--- src/esc_pkg.sv ---
// ----------------------------------------------------------------------------
// esc_pkg: shared types, constants and microcode for the compensation core
// Operand and opcode encodings, coefficient selection, and the step programs.
// ----------------------------------------------------------------------------
`default_nettype none

package esc_pkg;

    localparam logic [15:0] MAX_BATCH_SAMPLES = 16'd65535;
    localparam logic [15:0] CNT_SAT           = 16'hFFFF;
    localparam logic [31:0] HUM_CLAMP_MAX     = 32'd419430400;
    // ceil(2^24 / 102); exact floor division for dividends up to 102400
    localparam logic [63:0] HUM_RECIP_102     = 64'd164483;

    // action / quantity codes
    localparam logic [1:0] ACT_TEMP  = 2'd0;
    localparam logic [1:0] ACT_PRESS = 2'd1;
    localparam logic [1:0] ACT_HUM   = 2'd2;

    // configuration register indexes
    localparam logic [2:0] REG_TEMP     = 3'd0;
    localparam logic [2:0] REG_PRESS_LO = 3'd1;
    localparam logic [2:0] REG_PRESS_HI = 3'd2;
    localparam logic [2:0] REG_PRESS_P9 = 3'd3;
    localparam logic [2:0] REG_HUM      = 3'd4;

    // program entry points
    localparam logic [6:0] PC_TEMP  = 7'd0;
    localparam logic [6:0] PC_PRESS = 7'd16;
    localparam logic [6:0] PC_AVG   = 7'd49;
    localparam logic [6:0] PC_HUM   = 7'd52;

    typedef enum logic [3:0] {
        OP_ADD, OP_SUB, OP_MUL, OP_SRA, OP_SHL, OP_SHR, OP_SDIV, OP_UDIV, OP_CLAMP
    } alu_op_t;

    typedef enum logic [3:0] {
        SRC_X, SRC_Y, SRC_Z, SRC_W, SRC_K, SRC_C, SRC_FT, SRC_ADC, SRC_HADC,
        SRC_SUM, SRC_CNT
    } src_t;

    typedef enum logic [2:0] {
        DST_X, DST_Y, DST_Z, DST_W, DST_FT, DST_SUM, DST_OUT
    } dst_t;

    typedef enum logic [4:0] {
        C_T1, C_T2, C_T3,
        C_P1, C_P2, C_P3, C_P4, C_P5, C_P6, C_P7, C_P8, C_P9,
        C_H1, C_H2, C_H3, C_H4, C_H5, C_H6
    } coef_t;

    // what follows a step: next step, zero test, batch decision, result, average
    typedef enum logic [2:0] {
        NX_STEP, NX_ZCHK, NX_BATCH, NX_OUT, NX_AVG
    } nxt_t;

    typedef struct packed {
        alu_op_t     op;
        src_t        a;
        src_t        b;
        coef_t       c;
        logic [63:0] k;
        logic [5:0]  sh;
        dst_t        dst;
        logic        w32;
        nxt_t        nx;
    } uop_t;

    typedef struct packed {
        logic        start;
        logic [63:0] a;
        logic [63:0] b;
    } mul_req_t;

    typedef struct packed {
        logic        start;
        logic        sgn;
        logic [63:0] a;
        logic [63:0] b;
    } div_req_t;

    function automatic uop_t mk(input alu_op_t op, input src_t a, input src_t b,
                                input coef_t c, input logic [63:0] k,
                                input logic [5:0] sh, input dst_t dst,
                                input logic w32, input nxt_t nx);
        uop_t u;
        u.op  = op;
        u.a   = a;
        u.b   = b;
        u.c   = c;
        u.k   = k;
        u.sh  = sh;
        u.dst = dst;
        u.w32 = w32;
        u.nx  = nx;
        return u;
    endfunction

    function automatic uop_t ucode(input logic [6:0] pc);
        uop_t u;
        case (pc)
            // temperature
            7'd0:  u = mk(OP_SHR, SRC_ADC, SRC_K, C_T1, 64'd0, 6'd3, DST_X, 1'b0, NX_STEP);
            7'd1:  u = mk(OP_SHL, SRC_C, SRC_K, C_T1, 64'd0, 6'd1, DST_Y, 1'b0, NX_STEP);
            7'd2:  u = mk(OP_SUB, SRC_X, SRC_Y, C_T1, 64'd0, 6'd0, DST_X, 1'b0, NX_STEP);
            7'd3:  u = mk(OP_MUL, SRC_X, SRC_C, C_T2, 64'd0, 6'd0, DST_X, 1'b0, NX_STEP);
            7'd4:  u = mk(OP_SRA, SRC_X, SRC_K, C_T1, 64'd0, 6'd11, DST_X, 1'b0, NX_STEP);
            7'd5:  u = mk(OP_SHR, SRC_ADC, SRC_K, C_T1, 64'd0, 6'd4, DST_Y, 1'b0, NX_STEP);
            7'd6:  u = mk(OP_SUB, SRC_Y, SRC_C, C_T1, 64'd0, 6'd0, DST_Y, 1'b0, NX_STEP);
            7'd7:  u = mk(OP_MUL, SRC_Y, SRC_Y, C_T1, 64'd0, 6'd0, DST_Y, 1'b0, NX_STEP);
            7'd8:  u = mk(OP_SRA, SRC_Y, SRC_K, C_T1, 64'd0, 6'd12, DST_Y, 1'b0, NX_STEP);
            7'd9:  u = mk(OP_MUL, SRC_Y, SRC_C, C_T3, 64'd0, 6'd0, DST_Y, 1'b0, NX_STEP);
            7'd10: u = mk(OP_SRA, SRC_Y, SRC_K, C_T1, 64'd0, 6'd14, DST_Y, 1'b0, NX_STEP);
            7'd11: u = mk(OP_ADD, SRC_X, SRC_Y, C_T1, 64'd0, 6'd0, DST_FT, 1'b0, NX_STEP);
            7'd12: u = mk(OP_MUL, SRC_FT, SRC_K, C_T1, 64'd5, 6'd0, DST_X, 1'b0, NX_STEP);
            7'd13: u = mk(OP_ADD, SRC_X, SRC_K, C_T1, 64'd128, 6'd0, DST_X, 1'b0, NX_STEP);
            7'd14: u = mk(OP_SRA, SRC_X, SRC_K, C_T1, 64'd0, 6'd8, DST_OUT, 1'b0, NX_OUT);
            // pressure
            7'd16: u = mk(OP_SUB, SRC_FT, SRC_K, C_P1, 64'd128000, 6'd0, DST_X, 1'b0,
                          NX_STEP);
            7'd17: u = mk(OP_MUL, SRC_X, SRC_X, C_P1, 64'd0, 6'd0, DST_Y, 1'b0, NX_STEP);
            7'd18: u = mk(OP_MUL, SRC_Y, SRC_C, C_P6, 64'd0, 6'd0, DST_Z, 1'b0, NX_STEP);
            7'd19: u = mk(OP_MUL, SRC_X, SRC_C, C_P5, 64'd0, 6'd0, DST_W, 1'b0, NX_STEP);
            7'd20: u = mk(OP_SHL, SRC_W, SRC_K, C_P1, 64'd0, 6'd17, DST_W, 1'b0, NX_STEP);
            7'd21: u = mk(OP_ADD, SRC_Z, SRC_W, C_P1, 64'd0, 6'd0, DST_Z, 1'b0, NX_STEP);
            7'd22: u = mk(OP_SHL, SRC_C, SRC_K, C_P4, 64'd0, 6'd35, DST_W, 1'b0, NX_STEP);
            7'd23: u = mk(OP_ADD, SRC_Z, SRC_W, C_P1, 64'd0, 6'd0, DST_Z, 1'b0, NX_STEP);
            7'd24: u = mk(OP_MUL, SRC_Y, SRC_C, C_P3, 64'd0, 6'd0, DST_Y, 1'b0, NX_STEP);
            7'd25: u = mk(OP_SRA, SRC_Y, SRC_K, C_P1, 64'd0, 6'd8, DST_Y, 1'b0, NX_STEP);
            7'd26: u = mk(OP_MUL, SRC_X, SRC_C, C_P2, 64'd0, 6'd0, DST_W, 1'b0, NX_STEP);
            7'd27: u = mk(OP_SHL, SRC_W, SRC_K, C_P1, 64'd0, 6'd12, DST_W, 1'b0, NX_STEP);
            7'd28: u = mk(OP_ADD, SRC_Y, SRC_W, C_P1, 64'd0, 6'd0, DST_X, 1'b0, NX_STEP);
            7'd29: u = mk(OP_ADD, SRC_X, SRC_K, C_P1, 64'h0000_8000_0000_0000, 6'd0,
                          DST_X, 1'b0, NX_STEP);
            7'd30: u = mk(OP_MUL, SRC_X, SRC_C, C_P1, 64'd0, 6'd0, DST_X, 1'b0, NX_STEP);
            7'd31: u = mk(OP_SRA, SRC_X, SRC_K, C_P1, 64'd0, 6'd33, DST_X, 1'b0, NX_ZCHK);
            7'd32: u = mk(OP_SUB, SRC_K, SRC_ADC, C_P1, 64'd1048576, 6'd0, DST_Y, 1'b0,
                          NX_STEP);
            7'd33: u = mk(OP_SHL, SRC_Y, SRC_K, C_P1, 64'd0, 6'd31, DST_Y, 1'b0, NX_STEP);
            7'd34: u = mk(OP_SUB, SRC_Y, SRC_Z, C_P1, 64'd0, 6'd0, DST_Y, 1'b0, NX_STEP);
            7'd35: u = mk(OP_MUL, SRC_Y, SRC_K, C_P1, 64'd3125, 6'd0, DST_Y, 1'b0, NX_STEP);
            7'd36: u = mk(OP_SDIV, SRC_Y, SRC_X, C_P1, 64'd0, 6'd0, DST_Y, 1'b0, NX_STEP);
            7'd37: u = mk(OP_SRA, SRC_Y, SRC_K, C_P1, 64'd0, 6'd13, DST_Z, 1'b0, NX_STEP);
            7'd38: u = mk(OP_MUL, SRC_Z, SRC_C, C_P9, 64'd0, 6'd0, DST_W, 1'b0, NX_STEP);
            7'd39: u = mk(OP_MUL, SRC_W, SRC_Z, C_P1, 64'd0, 6'd0, DST_W, 1'b0, NX_STEP);
            7'd40: u = mk(OP_SRA, SRC_W, SRC_K, C_P1, 64'd0, 6'd25, DST_W, 1'b0, NX_STEP);
            7'd41: u = mk(OP_MUL, SRC_Y, SRC_C, C_P8, 64'd0, 6'd0, DST_Z, 1'b0, NX_STEP);
            7'd42: u = mk(OP_SRA, SRC_Z, SRC_K, C_P1, 64'd0, 6'd19, DST_Z, 1'b0, NX_STEP);
            7'd43: u = mk(OP_ADD, SRC_Y, SRC_W, C_P1, 64'd0, 6'd0, DST_Y, 1'b0, NX_STEP);
            7'd44: u = mk(OP_ADD, SRC_Y, SRC_Z, C_P1, 64'd0, 6'd0, DST_Y, 1'b0, NX_STEP);
            7'd45: u = mk(OP_SRA, SRC_Y, SRC_K, C_P1, 64'd0, 6'd8, DST_Y, 1'b0, NX_STEP);
            7'd46: u = mk(OP_SHL, SRC_C, SRC_K, C_P7, 64'd0, 6'd4, DST_W, 1'b0, NX_STEP);
            7'd47: u = mk(OP_ADD, SRC_Y, SRC_W, C_P1, 64'd0, 6'd0, DST_Y, 1'b0, NX_STEP);
            7'd48: u = mk(OP_ADD, SRC_SUM, SRC_Y, C_P1, 64'd0, 6'd0, DST_SUM, 1'b0,
                          NX_BATCH);
            // batch average
            7'd49: u = mk(OP_MUL, SRC_CNT, SRC_K, C_P1, 64'd26, 6'd0, DST_X, 1'b0, NX_STEP);
            7'd50: u = mk(OP_UDIV, SRC_SUM, SRC_X, C_P1, 64'd0, 6'd0, DST_OUT, 1'b0,
                          NX_AVG);
            // humidity, 32-bit wrapping
            7'd52: u = mk(OP_SUB, SRC_FT, SRC_K, C_H1, 64'd76800, 6'd0, DST_X, 1'b1,
                          NX_STEP);
            7'd53: u = mk(OP_SHL, SRC_HADC, SRC_K, C_H1, 64'd0, 6'd14, DST_Y, 1'b1, NX_STEP);
            7'd54: u = mk(OP_SHL, SRC_C, SRC_K, C_H4, 64'd0, 6'd20, DST_Z, 1'b1, NX_STEP);
            7'd55: u = mk(OP_SUB, SRC_Y, SRC_Z, C_H1, 64'd0, 6'd0, DST_Y, 1'b1, NX_STEP);
            7'd56: u = mk(OP_MUL, SRC_C, SRC_X, C_H5, 64'd0, 6'd0, DST_Z, 1'b1, NX_STEP);
            7'd57: u = mk(OP_SUB, SRC_Y, SRC_Z, C_H1, 64'd0, 6'd0, DST_Y, 1'b1, NX_STEP);
            7'd58: u = mk(OP_ADD, SRC_Y, SRC_K, C_H1, 64'd16384, 6'd0, DST_Y, 1'b1, NX_STEP);
            7'd59: u = mk(OP_SRA, SRC_Y, SRC_K, C_H1, 64'd0, 6'd15, DST_Y, 1'b1, NX_STEP);
            7'd60: u = mk(OP_MUL, SRC_X, SRC_C, C_H6, 64'd0, 6'd0, DST_Z, 1'b1, NX_STEP);
            7'd61: u = mk(OP_SRA, SRC_Z, SRC_K, C_H1, 64'd0, 6'd10, DST_Z, 1'b1, NX_STEP);
            7'd62: u = mk(OP_MUL, SRC_X, SRC_C, C_H3, 64'd0, 6'd0, DST_W, 1'b1, NX_STEP);
            7'd63: u = mk(OP_SRA, SRC_W, SRC_K, C_H1, 64'd0, 6'd11, DST_W, 1'b1, NX_STEP);
            7'd64: u = mk(OP_ADD, SRC_W, SRC_K, C_H1, 64'd32768, 6'd0, DST_W, 1'b1, NX_STEP);
            7'd65: u = mk(OP_MUL, SRC_Z, SRC_W, C_H1, 64'd0, 6'd0, DST_Z, 1'b1, NX_STEP);
            7'd66: u = mk(OP_SRA, SRC_Z, SRC_K, C_H1, 64'd0, 6'd10, DST_Z, 1'b1, NX_STEP);
            7'd67: u = mk(OP_ADD, SRC_Z, SRC_K, C_H1, 64'd2097152, 6'd0, DST_Z, 1'b1,
                          NX_STEP);
            7'd68: u = mk(OP_MUL, SRC_Z, SRC_C, C_H2, 64'd0, 6'd0, DST_Z, 1'b1, NX_STEP);
            7'd69: u = mk(OP_ADD, SRC_Z, SRC_K, C_H1, 64'd8192, 6'd0, DST_Z, 1'b1, NX_STEP);
            7'd70: u = mk(OP_SRA, SRC_Z, SRC_K, C_H1, 64'd0, 6'd14, DST_Z, 1'b1, NX_STEP);
            7'd71: u = mk(OP_MUL, SRC_Y, SRC_Z, C_H1, 64'd0, 6'd0, DST_X, 1'b1, NX_STEP);
            7'd72: u = mk(OP_SRA, SRC_X, SRC_K, C_H1, 64'd0, 6'd15, DST_Y, 1'b1, NX_STEP);
            7'd73: u = mk(OP_MUL, SRC_Y, SRC_Y, C_H1, 64'd0, 6'd0, DST_Y, 1'b1, NX_STEP);
            7'd74: u = mk(OP_SRA, SRC_Y, SRC_K, C_H1, 64'd0, 6'd7, DST_Y, 1'b1, NX_STEP);
            7'd75: u = mk(OP_MUL, SRC_Y, SRC_C, C_H1, 64'd0, 6'd0, DST_Y, 1'b1, NX_STEP);
            7'd76: u = mk(OP_SRA, SRC_Y, SRC_K, C_H1, 64'd0, 6'd4, DST_Y, 1'b1, NX_STEP);
            7'd77: u = mk(OP_SUB, SRC_X, SRC_Y, C_H1, 64'd0, 6'd0, DST_X, 1'b1, NX_STEP);
            7'd78: u = mk(OP_CLAMP, SRC_X, SRC_K, C_H1, 64'd0, 6'd0, DST_X, 1'b1, NX_STEP);
            7'd79: u = mk(OP_SHR, SRC_X, SRC_K, C_H1, 64'd0, 6'd12, DST_X, 1'b1, NX_STEP);
            // divide by 102 as a reciprocal multiply; the product needs full width
            7'd80: u = mk(OP_MUL, SRC_X, SRC_K, C_H1, HUM_RECIP_102, 6'd0, DST_X, 1'b0,
                          NX_STEP);
            7'd81: u = mk(OP_SHR, SRC_X, SRC_K, C_H1, 64'd0, 6'd24, DST_OUT, 1'b0,
                          NX_OUT);
            default: u = mk(OP_ADD, SRC_K, SRC_K, C_T1, 64'd0, 6'd0, DST_OUT, 1'b0,
                            NX_OUT);
        endcase
        return u;
    endfunction

endpackage

`default_nettype wire

--- src/esc_div64.sv ---
// ----------------------------------------------------------------------------
// esc_div64: radix-2 restoring divider, 64-bit signed or unsigned
// One quotient bit per cycle; signed mode truncates toward zero.
// ----------------------------------------------------------------------------
`default_nettype none

module esc_div64
    import esc_pkg::*;
(
    input  wire logic        clk,
    input  wire logic        rst_n,
    input  wire div_req_t    req,
    output logic             done,
    output logic [63:0]      quot
);

    logic [63:0] rem_reg;
    logic [63:0] quo_reg;
    logic [63:0] dvs_reg;
    logic        neg_reg;
    logic [5:0]  cnt_reg;
    logic        busy_reg;
    logic        done_reg;
    logic        na;
    logic        nb;
    logic [64:0] trial;
    logic [64:0] diff;

    assign na    = req.sgn & req.a[63];
    assign nb    = req.sgn & req.b[63];
    assign trial = {rem_reg, quo_reg[63]};
    assign diff  = trial - {1'b0, dvs_reg};

    always_ff @(posedge clk or negedge rst_n)
    begin
        if (!rst_n)
        begin
            busy_reg <= 1'b0;
            done_reg <= 1'b0;
            cnt_reg  <= 6'd0;
        end
        else
        begin
            done_reg <= 1'b0;
            if (req.start)
            begin
                busy_reg <= 1'b1;
                cnt_reg  <= 6'd0;
            end
            else if (busy_reg)
            begin
                cnt_reg <= cnt_reg + 6'd1;
                if (cnt_reg == 6'd63)
                begin
                    busy_reg <= 1'b0;
                    done_reg <= 1'b1;
                end
            end
        end
    end

    always_ff @(posedge clk)
    begin
        if (req.start)
        begin
            rem_reg <= 64'd0;
            quo_reg <= na ? (64'd0 - req.a) : req.a;
            dvs_reg <= nb ? (64'd0 - req.b) : req.b;
            neg_reg <= na ^ nb;
        end
        else if (busy_reg)
        begin
            if (!diff[64])
            begin
                rem_reg <= diff[63:0];
                quo_reg <= {quo_reg[62:0], 1'b1};
            end
            else
            begin
                rem_reg <= trial[63:0];
                quo_reg <= {quo_reg[62:0], 1'b0};
            end
        end
    end

    assign done = done_reg;
    assign quot = neg_reg ? (64'd0 - quo_reg) : quo_reg;

endmodule

`default_nettype wire

--- config.mk ---
export PLATFORM = sky130hd
export DESIGN_NAME = esc_div64
export DESIGN_NICKNAME = d
export VERILOG_FILES = /design/src/esc_pkg.sv /design/src/esc_div64.sv
export SDC_FILE = /design/constraint.sdc
export NUM_CORES = 1
export LEC_CHECK = 0
export BUFFER_PORTS_ARGS = -buffer_cell sky130_fd_sc_hd__buf_4
export CORE_UTILIZATION = 55
export CTS_BUF_LIST = sky130_fd_sc_hd__clkbuf_16
export DETAILED_ROUTE_END_ITERATION = 16
export PLACE_DENSITY = 0.76
export SYNTH_ARGS = -nofsm -noshare
export SYNTH_HDL_FRONTEND = slang
export SYNTH_SLANG_ARGS = --single-unit
--- constraint.sdc ---
create_clock -name clk -period 8.9 [get_ports clk]
set_input_delay 2.225 -clock clk [delete_from_list [all_inputs] [get_ports clk]]
set_output_delay 2.225 -clock clk [all_outputs]
set_load 0.02 [all_outputs]
# Word level (Yosys, flattened, before mapping)
# Cells that the tools add are included.
# totals
regBits	201
output_inout_bits	65
# op_classes
n_addsub	5
n_eq_ne	1
n_mux	15
bitwise_logic	3
reduce_logical	1
# op_table
cell	n
$mux 64	6
$sub 1x64->64 const A	3
$sub 65x64->65	1
$mux 6	2
$mux 1	7
$add 6x1->6 const B	1
$eq 6x6->1 const B	1
$and 1x1->1	2
$reduce_bool 2->1	1
$xor 1x1->1	1

# Longest topological paths before layout
# logic_depth
ltp_word	4
ltp_mapped	15
ltp_nobuf	13

# Worst setup path before layout
# No wires, ideal clock.
# synth_timing
path_kind	register -> output
start	reg quo_reg[28]
end	out quot[58]
t_arrival_ns	3.744
t_required_ns	6.675
setup_slack_ns	2.931
path_stages_with_launch	11
path_buffers	0
path_cell_list	edfxtp_1 > or3_4 > or3_1 > or4b_4 > nor3_4 > nand2b_2 > or3_4 > or3_4 > or4_4 > o31ai_1 > xnor2_1
# synth_between
elab_chain_len	2
# synth_lines
element	line_no	text
start, declared	esc_div64.sv:18	logic [63:0] quo_reg;
start signal, assigned	esc_div64.sv:67	quo_reg <= na ? (64'd0 - req.a) : req.a;
start signal, assigned	esc_div64.sv:76	quo_reg <= {quo_reg[62:0], 1'b1};
start signal, assigned	esc_div64.sv:81	quo_reg <= {quo_reg[62:0], 1'b0};
$sub 1x64->64	esc_div64.sv:87	assign quot = neg_reg ? (64'd0 - quo_reg) : quo_reg;
$mux 64	esc_div64.sv:87	
end, declared	esc_div64.sv:14	output logic [63:0] quot
# No other way between the ends.

# Final worst setup path
# layout_timing
start	reg quo_reg[28]
end	out quot[63]
# The elaborated chain is that of the path after synthesis.

==> qor.yml <==
ys_types: 70
dp_hpwl_um: 31100
synth_warnings: 0
viasPerCell: 5.91
crit_path_max_fanout: 6
grt_pass1_wl_um: 64900
finalWirelength_um: 41000
synth_edf_count: 129
overflow: 0
io_pins: 197
drive_gt1_frac: 0.134
synthAdderAreaFrac: 0.0561
async_reset_ff_frac: 0.0398
clk_latency_ps: 510
synth_compound_area_frac: 0.204
gp_congestion: 0.965
first_global_vias: 12999
ant_nets: 0
routedWlPerCell_um: 17.4
start_kind: "flip-flop"
syn_nets: 2019
cts_buffers: 23
status: "finished, final reports clean"
ys_seq_elements: 201
skew_ps: 14.6
slew_headroom: 0.238
avgSynthCellArea_um2: 8.54
fin_ws_ps: 1970
fin_util: 0.646
antennaDiodeCount: 0
yosysSeqAreaShare: 0.345
grt_max_degree: 110
cp.required_ps: 6680
criticalPathCategory: "reg -> out"
first_pass_iters: 5
num-nets-final: 2165
slew_violations: 0
post-route-period-util: 0.778
hold_ws_ps: 491
htree_levels: 1
ir_drop_v: 0.000103
cts_resized: 0
initial_core_util: 0.559
rsz0062_at_grt: "no"
cts_tree: "built"
synthXorXnorAreaFrac: 0.139
mappedNetlistArea_mm2: 0.0155
grt.total_usage: 0.278
dieArea_mm2: 0.0289
drc: 0
setup_violations: 0
synth_top_family_by_area: "compound AO/OA/AOI/OAI gates"
portBuffers: 196
synthSimpleGateAreaFrac: 0.172
layout_common_cells: "nor2_1 (204), buf_4 (204), a21oi_1 (168)"
worst_pin_slew_ps: 1140
fin_crit_ps: 6930
core-area_mm2: 0.0278
fmax_mhz: 144
dr_total_vias: 13944
wl_met2_um: 19000
synthMuxAreaShare: 0.0395
syn_inst: 1818
min_path_type: "reg -> reg"
cts_root_buf: "clkbuf_16"
drt-initial-drc-count: 984
clock_path_buffers: 3
num_rows: 61
synth_flop_cell: "edfxtp_1"
stdcell_area_mm2: 0.0179
clk_pin_slew_ps: 60
dpl-instance-area_mm2: 0.0172
postCtsSetupRepairBufs: 0
arrival_ps: 4700
die_y_um: 170
hold_viol: 0
cp-end-kind: "primary output"
routedLengthMet1_um: 18300
topRoutingLayerUsed: "met4"
clock-sinks: 201
antenna_found_initial: 0
post-place-ws_ps: 2530
area_delta_synth_final_pct: 15.5
route.met3.wl_um: 2590
fp.dieW_um: 170
hold_buffers: 0
maxCapViolCount: 0
finalSetupTns_ps: 0
p_leak_nw: 7.07
powerDensity_mw_per_mm2: 174
-- synthesized netlist by cell type, drive strengths merged, types with 5 or more instances --
cell / count / area share
nor2: 204 / 0.049
a21oi: 168 / 0.054
xnor2: 166 / 0.094
nand2: 131 / 0.032
edfxtp: 129 / 0.25
o21ai: 115 / 0.037
inv: 98 / 0.024
xor2: 80 / 0.045
clkbuf: 74 / 0.018
ha: 68 / 0.055
dfxtp: 64 / 0.083
mux2i: 59 / 0.038
a211oi: 46 / 0.022
o31ai: 46 / 0.022
nor3: 39 / 0.013
nand4: 31 / 0.012
or3: 28 / 0.013
a21o: 25 / 0.012
or4: 24 / 0.012
o41ai: 20 / 0.012
nand2b: 18 / 0.0074
nand3: 16 / 0.0052
nor4: 15 / 0.0070
o21bai: 15 / 0.0073
a31oi: 12 / 0.0048
and3: 11 / 0.0044
and2: 10 / 0.0040
buf: 10 / 0.0032
o21a: 10 / 0.0048
dfrtp: 8 / 0.013
or2: 7 / 0.0030
nor2b: 6 / 0.0024
a21boi: 5 / 0.0024
nand3b: 5 / 0.0024
-- path summary, 6_finish.rpt --
path | start | end | slack [ps] | depth (start not counted)
min | rem_reg[16] | rem_reg[16] | 490 | 2
max in group asynchronous | rst_n | busy_reg | 7230 | 1
max reg2reg | quo_reg[63] | rem_reg[44] | 3610 | 14
min reg2reg | rem_reg[16] | rem_reg[16] | 490 | 2
max | quo_reg[28] | quot[63] | 1970 | 11
min in group asynchronous | rst_n | cnt_reg[5] | 1520 | 1
-- routing by layer --
metal	up-vias	global-route usage
met1	6502	0.371
li1	6885	-
met5	-	0
met4	0	0.0877
met3	82	0.0312
met2	475	0.470
-- worst max-delay path: stages (launching register included) --
cell and delay, ps:
edfxtp_1 440, or3_4 430, or3_1 340, or4b_4 560, nor3_4 200, nand2_1 140, or3_4 360, or3_4 350
or4_1 530, o41ai_1 460, xnor2_1 200, buf_4 180
-- metrics by stage --
| step | instances | total power [mW] |
|---|---|---|
| floorplan | 1818 | 1.89 |
| global placement | 2317 | 2.21 |
| detailed placement | 2317 | 2.23 |
| CTS | 2358 | 3.13 |
| global route | 2358 | 3.28 |
| finish | 2358 | 3.12 |
-- cells by family after synthesis --
logic type	count (synthesis)
DFF	201
xor gates and xnor gates	246
AOI/OAI and AO/OA	506
adders and majority gates	69
muxes	61
buffers and inverters	182
and+or+nand+nor	553
-- layout make-up --
| type | instances | area, µm² |
|---|---|---|
| flip-flops and latches | 201 | 5360 |
| well taps | 378 | 473 |
| clock inverters | 17 | 100 |
| multi-input cells | 1435 | 9490 |
| clock buffers | 24 | 601 |
| repair buffers | 205 | 1550 |
| inverters | 98 | 368 |
| fillers | 2432 | 9840 |
-- where the power goes --
part           internal [mW]  switching (mW)  total [mW]  leakage [nW]
Combinational          0.442           0.587        1.03          4.79
Sequential              1.11          0.0876        1.20          1.91
Clock                  0.513           0.382       0.895         0.368
Note: power is estimated with default switching activity, not from simulation.
