==> config.mk <==
export PLATFORM = sky130hd
export DESIGN_NAME = esc_mul64
export DESIGN_NICKNAME = d
export VERILOG_FILES = /design/src/esc_pkg.sv /design/src/esc_mul64.sv
export SDC_FILE = /design/constraint.sdc
export NUM_CORES = 2
export LEC_CHECK = 0
export BUFFER_PORTS_ARGS = -buffer_cell sky130_fd_sc_hd__buf_4
export CAP_MARGIN = 15
export CELL_PAD_IN_SITES_DETAIL_PLACEMENT = 0
export CELL_PAD_IN_SITES_GLOBAL_PLACEMENT = 1
export CORE_MARGIN = 5
export CORE_UTILIZATION = 51
export DETAILED_ROUTE_END_ITERATION = 8
export PLACE_DENSITY_LB_ADDON = 0.1
export RECOVER_POWER = 50
export REMOVE_ABC_BUFFERS = 1
export SETUP_SLACK_MARGIN = 0.05
export SLEW_MARGIN = 20
export SYNTH_ARGS = -nofsm -noshare
export SYNTH_HDL_FRONTEND = slang
export SYNTH_SLANG_ARGS = --single-unit
==> constraint.sdc <==
create_clock -name clk -period 12.2 [get_ports clk]
set_input_delay 1.22 -clock clk [delete_from_list [all_inputs] [get_ports clk]]
set_output_delay 1.22 -clock clk [all_outputs]
set_load 0.02 [all_outputs]
==> src/esc_pkg.sv <==
// ----------------------------------------------------------------------------
// esc_pkg: shared types, constants and microcode for the compensation core
// Operand and opcode encodings, coefficient selection, and the step programs.
// ----------------------------------------------------------------------------
`default_nettype none

package esc_pkg;

    localparam logic [15:0] MAX_BATCH_SAMPLES = 16'd65535;
    localparam logic [15:0] CNT_SAT           = 16'hFFFF;
    localparam logic [31:0] HUM_CLAMP_MAX     = 32'd419430400;
    // ceil(2^24 / 102); exact floor division for dividends up to 102400
    localparam logic [63:0] HUM_RECIP_102     = 64'd164483;

    // action / quantity codes
    localparam logic [1:0] ACT_TEMP  = 2'd0;
    localparam logic [1:0] ACT_PRESS = 2'd1;
    localparam logic [1:0] ACT_HUM   = 2'd2;

    // configuration register indexes
    localparam logic [2:0] REG_TEMP     = 3'd0;
    localparam logic [2:0] REG_PRESS_LO = 3'd1;
    localparam logic [2:0] REG_PRESS_HI = 3'd2;
    localparam logic [2:0] REG_PRESS_P9 = 3'd3;
    localparam logic [2:0] REG_HUM      = 3'd4;

    // program entry points
    localparam logic [6:0] PC_TEMP  = 7'd0;
    localparam logic [6:0] PC_PRESS = 7'd16;
    localparam logic [6:0] PC_AVG   = 7'd49;
    localparam logic [6:0] PC_HUM   = 7'd52;

    typedef enum logic [3:0] {
        OP_ADD, OP_SUB, OP_MUL, OP_SRA, OP_SHL, OP_SHR, OP_SDIV, OP_UDIV, OP_CLAMP
    } alu_op_t;

    typedef enum logic [3:0] {
        SRC_X, SRC_Y, SRC_Z, SRC_W, SRC_K, SRC_C, SRC_FT, SRC_ADC, SRC_HADC,
        SRC_SUM, SRC_CNT
    } src_t;

    typedef enum logic [2:0] {
        DST_X, DST_Y, DST_Z, DST_W, DST_FT, DST_SUM, DST_OUT
    } dst_t;

    typedef enum logic [4:0] {
        C_T1, C_T2, C_T3,
        C_P1, C_P2, C_P3, C_P4, C_P5, C_P6, C_P7, C_P8, C_P9,
        C_H1, C_H2, C_H3, C_H4, C_H5, C_H6
    } coef_t;

    // what follows a step: next step, zero test, batch decision, result, average
    typedef enum logic [2:0] {
        NX_STEP, NX_ZCHK, NX_BATCH, NX_OUT, NX_AVG
    } nxt_t;

    typedef struct packed {
        alu_op_t     op;
        src_t        a;
        src_t        b;
        coef_t       c;
        logic [63:0] k;
        logic [5:0]  sh;
        dst_t        dst;
        logic        w32;
        nxt_t        nx;
    } uop_t;

    typedef struct packed {
        logic        start;
        logic [63:0] a;
        logic [63:0] b;
    } mul_req_t;

    typedef struct packed {
        logic        start;
        logic        sgn;
        logic [63:0] a;
        logic [63:0] b;
    } div_req_t;

    function automatic uop_t mk(input alu_op_t op, input src_t a, input src_t b,
                                input coef_t c, input logic [63:0] k,
                                input logic [5:0] sh, input dst_t dst,
                                input logic w32, input nxt_t nx);
        uop_t u;
        u.op  = op;
        u.a   = a;
        u.b   = b;
        u.c   = c;
        u.k   = k;
        u.sh  = sh;
        u.dst = dst;
        u.w32 = w32;
        u.nx  = nx;
        return u;
    endfunction

    function automatic uop_t ucode(input logic [6:0] pc);
        uop_t u;
        case (pc)
            // temperature
            7'd0:  u = mk(OP_SHR, SRC_ADC, SRC_K, C_T1, 64'd0, 6'd3, DST_X, 1'b0, NX_STEP);
            7'd1:  u = mk(OP_SHL, SRC_C, SRC_K, C_T1, 64'd0, 6'd1, DST_Y, 1'b0, NX_STEP);
            7'd2:  u = mk(OP_SUB, SRC_X, SRC_Y, C_T1, 64'd0, 6'd0, DST_X, 1'b0, NX_STEP);
            7'd3:  u = mk(OP_MUL, SRC_X, SRC_C, C_T2, 64'd0, 6'd0, DST_X, 1'b0, NX_STEP);
            7'd4:  u = mk(OP_SRA, SRC_X, SRC_K, C_T1, 64'd0, 6'd11, DST_X, 1'b0, NX_STEP);
            7'd5:  u = mk(OP_SHR, SRC_ADC, SRC_K, C_T1, 64'd0, 6'd4, DST_Y, 1'b0, NX_STEP);
            7'd6:  u = mk(OP_SUB, SRC_Y, SRC_C, C_T1, 64'd0, 6'd0, DST_Y, 1'b0, NX_STEP);
            7'd7:  u = mk(OP_MUL, SRC_Y, SRC_Y, C_T1, 64'd0, 6'd0, DST_Y, 1'b0, NX_STEP);
            7'd8:  u = mk(OP_SRA, SRC_Y, SRC_K, C_T1, 64'd0, 6'd12, DST_Y, 1'b0, NX_STEP);
            7'd9:  u = mk(OP_MUL, SRC_Y, SRC_C, C_T3, 64'd0, 6'd0, DST_Y, 1'b0, NX_STEP);
            7'd10: u = mk(OP_SRA, SRC_Y, SRC_K, C_T1, 64'd0, 6'd14, DST_Y, 1'b0, NX_STEP);
            7'd11: u = mk(OP_ADD, SRC_X, SRC_Y, C_T1, 64'd0, 6'd0, DST_FT, 1'b0, NX_STEP);
            7'd12: u = mk(OP_MUL, SRC_FT, SRC_K, C_T1, 64'd5, 6'd0, DST_X, 1'b0, NX_STEP);
            7'd13: u = mk(OP_ADD, SRC_X, SRC_K, C_T1, 64'd128, 6'd0, DST_X, 1'b0, NX_STEP);
            7'd14: u = mk(OP_SRA, SRC_X, SRC_K, C_T1, 64'd0, 6'd8, DST_OUT, 1'b0, NX_OUT);
            // pressure
            7'd16: u = mk(OP_SUB, SRC_FT, SRC_K, C_P1, 64'd128000, 6'd0, DST_X, 1'b0,
                          NX_STEP);
            7'd17: u = mk(OP_MUL, SRC_X, SRC_X, C_P1, 64'd0, 6'd0, DST_Y, 1'b0, NX_STEP);
            7'd18: u = mk(OP_MUL, SRC_Y, SRC_C, C_P6, 64'd0, 6'd0, DST_Z, 1'b0, NX_STEP);
            7'd19: u = mk(OP_MUL, SRC_X, SRC_C, C_P5, 64'd0, 6'd0, DST_W, 1'b0, NX_STEP);
            7'd20: u = mk(OP_SHL, SRC_W, SRC_K, C_P1, 64'd0, 6'd17, DST_W, 1'b0, NX_STEP);
            7'd21: u = mk(OP_ADD, SRC_Z, SRC_W, C_P1, 64'd0, 6'd0, DST_Z, 1'b0, NX_STEP);
            7'd22: u = mk(OP_SHL, SRC_C, SRC_K, C_P4, 64'd0, 6'd35, DST_W, 1'b0, NX_STEP);
            7'd23: u = mk(OP_ADD, SRC_Z, SRC_W, C_P1, 64'd0, 6'd0, DST_Z, 1'b0, NX_STEP);
            7'd24: u = mk(OP_MUL, SRC_Y, SRC_C, C_P3, 64'd0, 6'd0, DST_Y, 1'b0, NX_STEP);
            7'd25: u = mk(OP_SRA, SRC_Y, SRC_K, C_P1, 64'd0, 6'd8, DST_Y, 1'b0, NX_STEP);
            7'd26: u = mk(OP_MUL, SRC_X, SRC_C, C_P2, 64'd0, 6'd0, DST_W, 1'b0, NX_STEP);
            7'd27: u = mk(OP_SHL, SRC_W, SRC_K, C_P1, 64'd0, 6'd12, DST_W, 1'b0, NX_STEP);
            7'd28: u = mk(OP_ADD, SRC_Y, SRC_W, C_P1, 64'd0, 6'd0, DST_X, 1'b0, NX_STEP);
            7'd29: u = mk(OP_ADD, SRC_X, SRC_K, C_P1, 64'h0000_8000_0000_0000, 6'd0,
                          DST_X, 1'b0, NX_STEP);
            7'd30: u = mk(OP_MUL, SRC_X, SRC_C, C_P1, 64'd0, 6'd0, DST_X, 1'b0, NX_STEP);
            7'd31: u = mk(OP_SRA, SRC_X, SRC_K, C_P1, 64'd0, 6'd33, DST_X, 1'b0, NX_ZCHK);
            7'd32: u = mk(OP_SUB, SRC_K, SRC_ADC, C_P1, 64'd1048576, 6'd0, DST_Y, 1'b0,
                          NX_STEP);
            7'd33: u = mk(OP_SHL, SRC_Y, SRC_K, C_P1, 64'd0, 6'd31, DST_Y, 1'b0, NX_STEP);
            7'd34: u = mk(OP_SUB, SRC_Y, SRC_Z, C_P1, 64'd0, 6'd0, DST_Y, 1'b0, NX_STEP);
            7'd35: u = mk(OP_MUL, SRC_Y, SRC_K, C_P1, 64'd3125, 6'd0, DST_Y, 1'b0, NX_STEP);
            7'd36: u = mk(OP_SDIV, SRC_Y, SRC_X, C_P1, 64'd0, 6'd0, DST_Y, 1'b0, NX_STEP);
            7'd37: u = mk(OP_SRA, SRC_Y, SRC_K, C_P1, 64'd0, 6'd13, DST_Z, 1'b0, NX_STEP);
            7'd38: u = mk(OP_MUL, SRC_Z, SRC_C, C_P9, 64'd0, 6'd0, DST_W, 1'b0, NX_STEP);
            7'd39: u = mk(OP_MUL, SRC_W, SRC_Z, C_P1, 64'd0, 6'd0, DST_W, 1'b0, NX_STEP);
            7'd40: u = mk(OP_SRA, SRC_W, SRC_K, C_P1, 64'd0, 6'd25, DST_W, 1'b0, NX_STEP);
            7'd41: u = mk(OP_MUL, SRC_Y, SRC_C, C_P8, 64'd0, 6'd0, DST_Z, 1'b0, NX_STEP);
            7'd42: u = mk(OP_SRA, SRC_Z, SRC_K, C_P1, 64'd0, 6'd19, DST_Z, 1'b0, NX_STEP);
            7'd43: u = mk(OP_ADD, SRC_Y, SRC_W, C_P1, 64'd0, 6'd0, DST_Y, 1'b0, NX_STEP);
            7'd44: u = mk(OP_ADD, SRC_Y, SRC_Z, C_P1, 64'd0, 6'd0, DST_Y, 1'b0, NX_STEP);
            7'd45: u = mk(OP_SRA, SRC_Y, SRC_K, C_P1, 64'd0, 6'd8, DST_Y, 1'b0, NX_STEP);
            7'd46: u = mk(OP_SHL, SRC_C, SRC_K, C_P7, 64'd0, 6'd4, DST_W, 1'b0, NX_STEP);
            7'd47: u = mk(OP_ADD, SRC_Y, SRC_W, C_P1, 64'd0, 6'd0, DST_Y, 1'b0, NX_STEP);
            7'd48: u = mk(OP_ADD, SRC_SUM, SRC_Y, C_P1, 64'd0, 6'd0, DST_SUM, 1'b0,
                          NX_BATCH);
            // batch average
            7'd49: u = mk(OP_MUL, SRC_CNT, SRC_K, C_P1, 64'd26, 6'd0, DST_X, 1'b0, NX_STEP);
            7'd50: u = mk(OP_UDIV, SRC_SUM, SRC_X, C_P1, 64'd0, 6'd0, DST_OUT, 1'b0,
                          NX_AVG);
            // humidity, 32-bit wrapping
            7'd52: u = mk(OP_SUB, SRC_FT, SRC_K, C_H1, 64'd76800, 6'd0, DST_X, 1'b1,
                          NX_STEP);
            7'd53: u = mk(OP_SHL, SRC_HADC, SRC_K, C_H1, 64'd0, 6'd14, DST_Y, 1'b1, NX_STEP);
            7'd54: u = mk(OP_SHL, SRC_C, SRC_K, C_H4, 64'd0, 6'd20, DST_Z, 1'b1, NX_STEP);
            7'd55: u = mk(OP_SUB, SRC_Y, SRC_Z, C_H1, 64'd0, 6'd0, DST_Y, 1'b1, NX_STEP);
            7'd56: u = mk(OP_MUL, SRC_C, SRC_X, C_H5, 64'd0, 6'd0, DST_Z, 1'b1, NX_STEP);
            7'd57: u = mk(OP_SUB, SRC_Y, SRC_Z, C_H1, 64'd0, 6'd0, DST_Y, 1'b1, NX_STEP);
            7'd58: u = mk(OP_ADD, SRC_Y, SRC_K, C_H1, 64'd16384, 6'd0, DST_Y, 1'b1, NX_STEP);
            7'd59: u = mk(OP_SRA, SRC_Y, SRC_K, C_H1, 64'd0, 6'd15, DST_Y, 1'b1, NX_STEP);
            7'd60: u = mk(OP_MUL, SRC_X, SRC_C, C_H6, 64'd0, 6'd0, DST_Z, 1'b1, NX_STEP);
            7'd61: u = mk(OP_SRA, SRC_Z, SRC_K, C_H1, 64'd0, 6'd10, DST_Z, 1'b1, NX_STEP);
            7'd62: u = mk(OP_MUL, SRC_X, SRC_C, C_H3, 64'd0, 6'd0, DST_W, 1'b1, NX_STEP);
            7'd63: u = mk(OP_SRA, SRC_W, SRC_K, C_H1, 64'd0, 6'd11, DST_W, 1'b1, NX_STEP);
            7'd64: u = mk(OP_ADD, SRC_W, SRC_K, C_H1, 64'd32768, 6'd0, DST_W, 1'b1, NX_STEP);
            7'd65: u = mk(OP_MUL, SRC_Z, SRC_W, C_H1, 64'd0, 6'd0, DST_Z, 1'b1, NX_STEP);
            7'd66: u = mk(OP_SRA, SRC_Z, SRC_K, C_H1, 64'd0, 6'd10, DST_Z, 1'b1, NX_STEP);
            7'd67: u = mk(OP_ADD, SRC_Z, SRC_K, C_H1, 64'd2097152, 6'd0, DST_Z, 1'b1,
                          NX_STEP);
            7'd68: u = mk(OP_MUL, SRC_Z, SRC_C, C_H2, 64'd0, 6'd0, DST_Z, 1'b1, NX_STEP);
            7'd69: u = mk(OP_ADD, SRC_Z, SRC_K, C_H1, 64'd8192, 6'd0, DST_Z, 1'b1, NX_STEP);
            7'd70: u = mk(OP_SRA, SRC_Z, SRC_K, C_H1, 64'd0, 6'd14, DST_Z, 1'b1, NX_STEP);
            7'd71: u = mk(OP_MUL, SRC_Y, SRC_Z, C_H1, 64'd0, 6'd0, DST_X, 1'b1, NX_STEP);
            7'd72: u = mk(OP_SRA, SRC_X, SRC_K, C_H1, 64'd0, 6'd15, DST_Y, 1'b1, NX_STEP);
            7'd73: u = mk(OP_MUL, SRC_Y, SRC_Y, C_H1, 64'd0, 6'd0, DST_Y, 1'b1, NX_STEP);
            7'd74: u = mk(OP_SRA, SRC_Y, SRC_K, C_H1, 64'd0, 6'd7, DST_Y, 1'b1, NX_STEP);
            7'd75: u = mk(OP_MUL, SRC_Y, SRC_C, C_H1, 64'd0, 6'd0, DST_Y, 1'b1, NX_STEP);
            7'd76: u = mk(OP_SRA, SRC_Y, SRC_K, C_H1, 64'd0, 6'd4, DST_Y, 1'b1, NX_STEP);
            7'd77: u = mk(OP_SUB, SRC_X, SRC_Y, C_H1, 64'd0, 6'd0, DST_X, 1'b1, NX_STEP);
            7'd78: u = mk(OP_CLAMP, SRC_X, SRC_K, C_H1, 64'd0, 6'd0, DST_X, 1'b1, NX_STEP);
            7'd79: u = mk(OP_SHR, SRC_X, SRC_K, C_H1, 64'd0, 6'd12, DST_X, 1'b1, NX_STEP);
            // divide by 102 as a reciprocal multiply; the product needs full width
            7'd80: u = mk(OP_MUL, SRC_X, SRC_K, C_H1, HUM_RECIP_102, 6'd0, DST_X, 1'b0,
                          NX_STEP);
            7'd81: u = mk(OP_SHR, SRC_X, SRC_K, C_H1, 64'd0, 6'd24, DST_OUT, 1'b0,
                          NX_OUT);
            default: u = mk(OP_ADD, SRC_K, SRC_K, C_T1, 64'd0, 6'd0, DST_OUT, 1'b0,
                            NX_OUT);
        endcase
        return u;
    endfunction

endpackage

`default_nettype wire

==> src/esc_mul64.sv <==
// ----------------------------------------------------------------------------
// esc_mul64: iterative 64x64 multiplier, low 64 bits of the product
// One 32x32 multiplier used in turn on the three partial products.
// ----------------------------------------------------------------------------
`default_nettype none

module esc_mul64
    import esc_pkg::*;
(
    input  wire logic        clk,
    input  wire logic        rst_n,
    input  wire mul_req_t    req,
    output logic             done,
    output logic [63:0]      prod
);

    logic [63:0] a_reg;
    logic [63:0] b_reg;
    logic [63:0] acc_reg;
    logic [1:0]  step_reg;
    logic        busy_reg;
    logic        done_reg;
    logic [31:0] m_a;
    logic [31:0] m_b;
    logic [63:0] pp;

    always_comb
    begin
        case (step_reg)
            2'd0:    begin m_a = a_reg[31:0];  m_b = b_reg[31:0];  end
            2'd1:    begin m_a = a_reg[31:0];  m_b = b_reg[63:32]; end
            default: begin m_a = a_reg[63:32]; m_b = b_reg[31:0];  end
        endcase
    end

    assign pp = {32'd0, m_a} * {32'd0, m_b};

    always_ff @(posedge clk or negedge rst_n)
    begin
        if (!rst_n)
        begin
            step_reg <= 2'd0;
            busy_reg <= 1'b0;
            done_reg <= 1'b0;
        end
        else
        begin
            done_reg <= 1'b0;
            if (req.start)
            begin
                step_reg <= 2'd0;
                busy_reg <= 1'b1;
            end
            else if (busy_reg)
            begin
                step_reg <= step_reg + 2'd1;
                if (step_reg == 2'd2)
                begin
                    busy_reg <= 1'b0;
                    done_reg <= 1'b1;
                end
            end
        end
    end

    always_ff @(posedge clk)
    begin
        if (req.start)
        begin
            a_reg <= req.a;
            b_reg <= req.b;
        end
        else if (busy_reg)
        begin
            if (step_reg == 2'd0)
                acc_reg <= pp;
            else
                acc_reg <= acc_reg + {pp[31:0], 32'd0};
        end
    end

    assign done = done_reg;
    assign prod = acc_reg;

endmodule

`default_nettype wire

Yosys cells after proc, flatten, opt, wreduce, memory -nomap -nowiden. Cells that the tools add are included.

Flip-flop bits (word level): 196. Latch bits: 0. Bits in writable memories: 0. Bits in read-only memories: 0. Input port bits: 131. Output and inout bits: 65. Memories: 0.

Add/sub/neg operators: 2. Multiply operators: 1. Divide/modulo/power cells: 0. Magnitude comparators: 0. Eq/ne operators: 2. Shift-type cells: 0. Mux-type cells: 11. Bitwise gates (word level): 1. Reduce and logical (&&, ||, !) cells: 4.

Operators by type and width (number): adder 64 bit (1); multiplier 32 x 32 -> 64 bit (1); 2-to-1 mux 32 bit (2); 2-to-1 mux 64 bit (1); 2-to-1 mux 1 bit (6); 2-to-1 mux 2 bit (2); adder 2 x 1 -> 2 bit (second input constant) (1); == test 2 x 1 -> 1 bit (second input constant) (1); == test 2 bit (second input constant) (1); zero test 2 bit (1); AND reduction 2 bit (1); nonzero test 2 bit (1); OR reduction 2 bit (1); NOT 1 bit (1).

Logic depth before layout (Yosys ltp).
Depth after elaboration: 6. Mapped depth: 40. Mapped depth without buffers: 37.

Least setup slack after synthesis. OpenSTA, ideal clock, no wires.

Path type: register to register. From: register step_reg[0]. To: register acc_reg[63] (netlist: prod[63]) (data pin). Setup time: 268 ps. Arrival time: 9537 ps. Setup slack: 2395 ps. Cell stages (with the launch flop): 36. Buffers on the path: 2. Clock period less this slack: 9805 ps. Cells stage by stage: dfrtp_1 ha_1 clkbuf_1 nor2_1 clkbuf_1 mux2i_1 nor2_1 fa_1 inv_1 fa_1 fa_1 fa_1 inv_1 fa_1 inv_1 fa_1 inv_1 fa_1 fa_1 ha_1 nand2_1 nor3_1 nand2b_1 o21ai_1 and2_1 xnor2_1 ha_1 a21o_1 a21o_1 a21o_1 a21o_1 a22oi_1 a31oi_1 a221oi_1 xnor2_1 mux2i_1.

Cells in the longest elaborated chain, start to end: 6. Elaborated cells between the ends (all ways): 8.

Ends and longest elaborated chain: start, declared (RTL line esc_mul64.sv:20) `logic [1:0] step_reg;`; start signal, assigned (RTL line esc_mul64.sv:56) `step_reg <= step_reg + 2'd1;`; == test 2 x 1 -> 1 bit or zero test 2 bit (tied branches) (RTL line esc_mul64.sv:29, esc_mul64.sv:75); OR reduction 2 bit (no source line); 2-to-1 mux 32 bit (RTL line esc_mul64.sv:29) `case (step_reg)`; multiplier 32 x 32 -> 64 bit (RTL line esc_mul64.sv:36) `assign pp = {32'd0, m_a} * {32'd0, m_b};`; adder 64 bit (RTL line esc_mul64.sv:78) `acc_reg <= acc_reg + {pp[31:0], 32'd0};`; 2-to-1 mux 64 bit * (RTL line esc_mul64.sv:75) `if (step_reg == 2'd0)`; end signal, assigned (RTL line esc_mul64.sv:76) `acc_reg <= pp;`; end signal, assigned (RTL line esc_mul64.sv:78); end, declared (RTL line esc_mul64.sv:19) `logic [63:0] acc_reg;`.

Every way passes the cells marked *; elsewhere a longest branch is shown, timed or not. A chain may end at the register's enable or synchronous reset.

Worst setup path in the final report.
From: register step_reg[0]. To: register acc_reg[61] (netlist: prod[61]) (data pin).

Same word-level chain as after synthesis.

==> reports/results.tsv <==
metric	value	unit
DR DRC count	0	
post-CTS repair timing setup buffer count	0	
Clock Path Buffers	2	
floorplan core area	80200	um^2
CP endpoint kind	register	
Post-synth EDFFs	192	
asr flop ratio synth	2.04	%
sequential element share of the synthesized area	14.3	%
TritonCTS Buffers	17	
Synth cell types	67	
die area	86300	um^2
antenna viol nets, final	0	
Tcrit/Tclk final	87.4	%
die width	294	um
slew margin rel.	-154	%
DPL Wire Length	113	mm
Worst Hold Class	input port to async pin	
aggregate global routing overflow	0	
I/O pins	196	
post-DR vias/cell	5.60	
violated checks	max-capacitance violations, max-slew violations	
synthesized area per cell	9.57	um^2
Post-Layout Cell Count	5464	
Worst Max-Slew Pin Slew	3.81	ns
All-Layer GR Usage	32.5	%
Routed WL per cell	24.8	um
Initial Util	51.3	%
Synth Area in Compound Gates	5.21	%
maxcap violations	4	
Reg clk slew, reported paths	0.08	ns
worst skew pair latency	0.54	ns
final WL	136	mm
CP required	12.45	ns
final setup fails	0	
flop and latch count out of synthesis	196	
Post-CTS Hold Buffers	0	
Final Hold Violating Endpoints	0	
post-synthesis adder-cell area fraction	52.8	%
Most used DFF post-synth	edfxtp_1	
Max Slew Vio Count	172	
status	finished, violations left	
Hold WS	0.503	ns
Crit Path Class	register to register	
unrepaired setup endpoints after global routing	false	
final worst slack	1.54	ns
Worst path slowest cell	mux2i_1	
cts repair resizes	0	
antenna violations before repair	5	
clock sink total	196	
Core Rows	104	
Placer Congestion	0.991	
DRT Pass-1 Iters	6	
# fillers	7389	
fmax	93.8	MHz
worst clock skew	0.0328	ns
first-pass GRT wire length	207	mm
Critical Path AT	10.92	ns
CP max FO	29	
share of layout cells above drive strength 1	9.22	%
placed insts	5431	
CTS tree	built	
cells after synthesis	4295	
crit-path max cell delay	0.86	ns
Synth Area in Simple Gates	12.6	%
Area Overhead vs Synth	8.23	%
largest family of logic cells by synthesized area	adder cells	
Post-Synth XOR/XNOR Area	1.94	%
die height	294	um
pin count of the biggest net entering global routing	92	
vias in the first global route	32502	
nets	5717	
Syn Std Cell Area	41100	um^2
most frequent cells in the layout	fa_1 (897), inv_1 (878), nand2_1 (716)	
port bufs	195	
H-tree depth	4	
synth warn	0	
root buffer cell	clkbuf_16	
multiplexer area fraction after synthesis	3.26	%
CP dominant cell by count	fa_1	
Vias	30584	
startpoint types	register	
most common cell after layout, fill and taps aside	fa_1	
Initial DRC Count	2497	
pre-CTS setup slack	1.52	ns
final worst path period need	10.66	ns
==> layout make-up <==
class	count	area [um^2]	area share, %
Multi-Input combinational cell	3015	31300	70.3
Sequential cell	196	5870	13.2
Inverter	878	3300	7.41
Timing Repair Buffer	282	2080	4.68
Tap cell	1060	1330	2.98
Clock buffer	18	429	0.965
Clock inverter	14	185	0.416
Antenna cell	1	2.50	0.00563
==> worst max-delay path, delay by kind of cell, from the launching register on <==
family          cells  cell delay, ns
compound gates      7            1.69
xor+xnor            2            0.48
fa+ha+maj          11            5.09
buf+inv             4            0.49
flops               1            0.43
mux                 2            0.95
simple gates        6            1.23
==> final timing paths <==
kind                                          from                 endpoint  slack, ns  depth (start not counted)
max                        step_reg[0]$_DFFE_PN0P_       prod[61]$_DFFE_PP_       1.54                         32
min                                          rst_n           done$_DFF_PN0_       0.50                          1
max reg2reg                step_reg[0]$_DFFE_PN0P_       prod[61]$_DFFE_PP_       1.54                         32
min reg2reg                step_reg[1]$_DFFE_PN0P_  step_reg[1]$_DFFE_PN0P_       0.57                          2
max in group asynchronous                    rst_n       busy_reg$_DFF_PN0_      11.52                          1
min in group clk           step_reg[1]$_DFFE_PN0P_  step_reg[1]$_DFFE_PN0P_       0.57                          2
==> cell families after synthesis <==
| logic type | Yosys count |
|---|---|
| mux | 126 |
| simple gates | 1278 |
| flops | 196 |
| xor+xnor | 91 |
| buf+inv | 1084 |
| fa+ha+maj | 1196 |
| compound gates | 324 |
==> synthesized netlist by cell type (3+ instances only) <==
library cell | number | area (um^2)
a211o_1 | 4 | 35.0
a211oi_1 | 5 | 37.5
a21o_1 | 68 | 510
a21oi_1 | 98 | 490
a21oi_2 | 3 | 26.3
a31oi_1 | 12 | 75.1
and2_1 | 50 | 313
and3_1 | 10 | 62.6
buf_1 | 5 | 18.8
buf_2 | 7 | 35.0
clkbuf_1 | 194 | 728
dfrtp_1 | 4 | 100
edfxtp_1 | 192 | 5770
fa_1 | 897 | 18000
ha_1 | 299 | 3740
inv_1 | 878 | 3300
mux2_2 | 62 | 698
mux2i_1 | 64 | 641
nand2_1 | 716 | 2690
nand2b_1 | 18 | 113
nand3_1 | 15 | 75.1
nand4_1 | 23 | 144
nor2_1 | 407 | 1530
nor2b_1 | 15 | 93.8
nor3_1 | 9 | 45.0
o211ai_1 | 7 | 52.6
o21a_1 | 8 | 60.1
o21ai_0 | 44 | 220
o21ai_1 | 17 | 85.1
o21bai_1 | 19 | 143
o31ai_1 | 6 | 45.0
or2_2 | 4 | 25.0
or3_1 | 3 | 18.8
xnor2_1 | 61 | 534
xor2_1 | 30 | 263
==> per-stage QoR <==
step	utilization (%)	area (um^2)	setup TNS (ns)
6_report	55.5	44500	0
5_1_grt	55.5	44500	0
4_1_cts	55.5	44500	0
3_5_place_dp	54.8	43900	0
3_3_place_gp	54.8	43900	0
2_1_floorplan	-	40300	-18.76
==> layer usage <==
metal  GRT usage (%)  vias up  wire length, um
met3            7.36      247            11800
met5               0        -                0
met1            44.4    15902            55700
met4            12.6        0             6160
li1                -    13170                -
met2            50.9     1265            61900
Power is not shown: default switching activity piles up to over one toggle a cycle in this logic, so the estimate is an artifact.
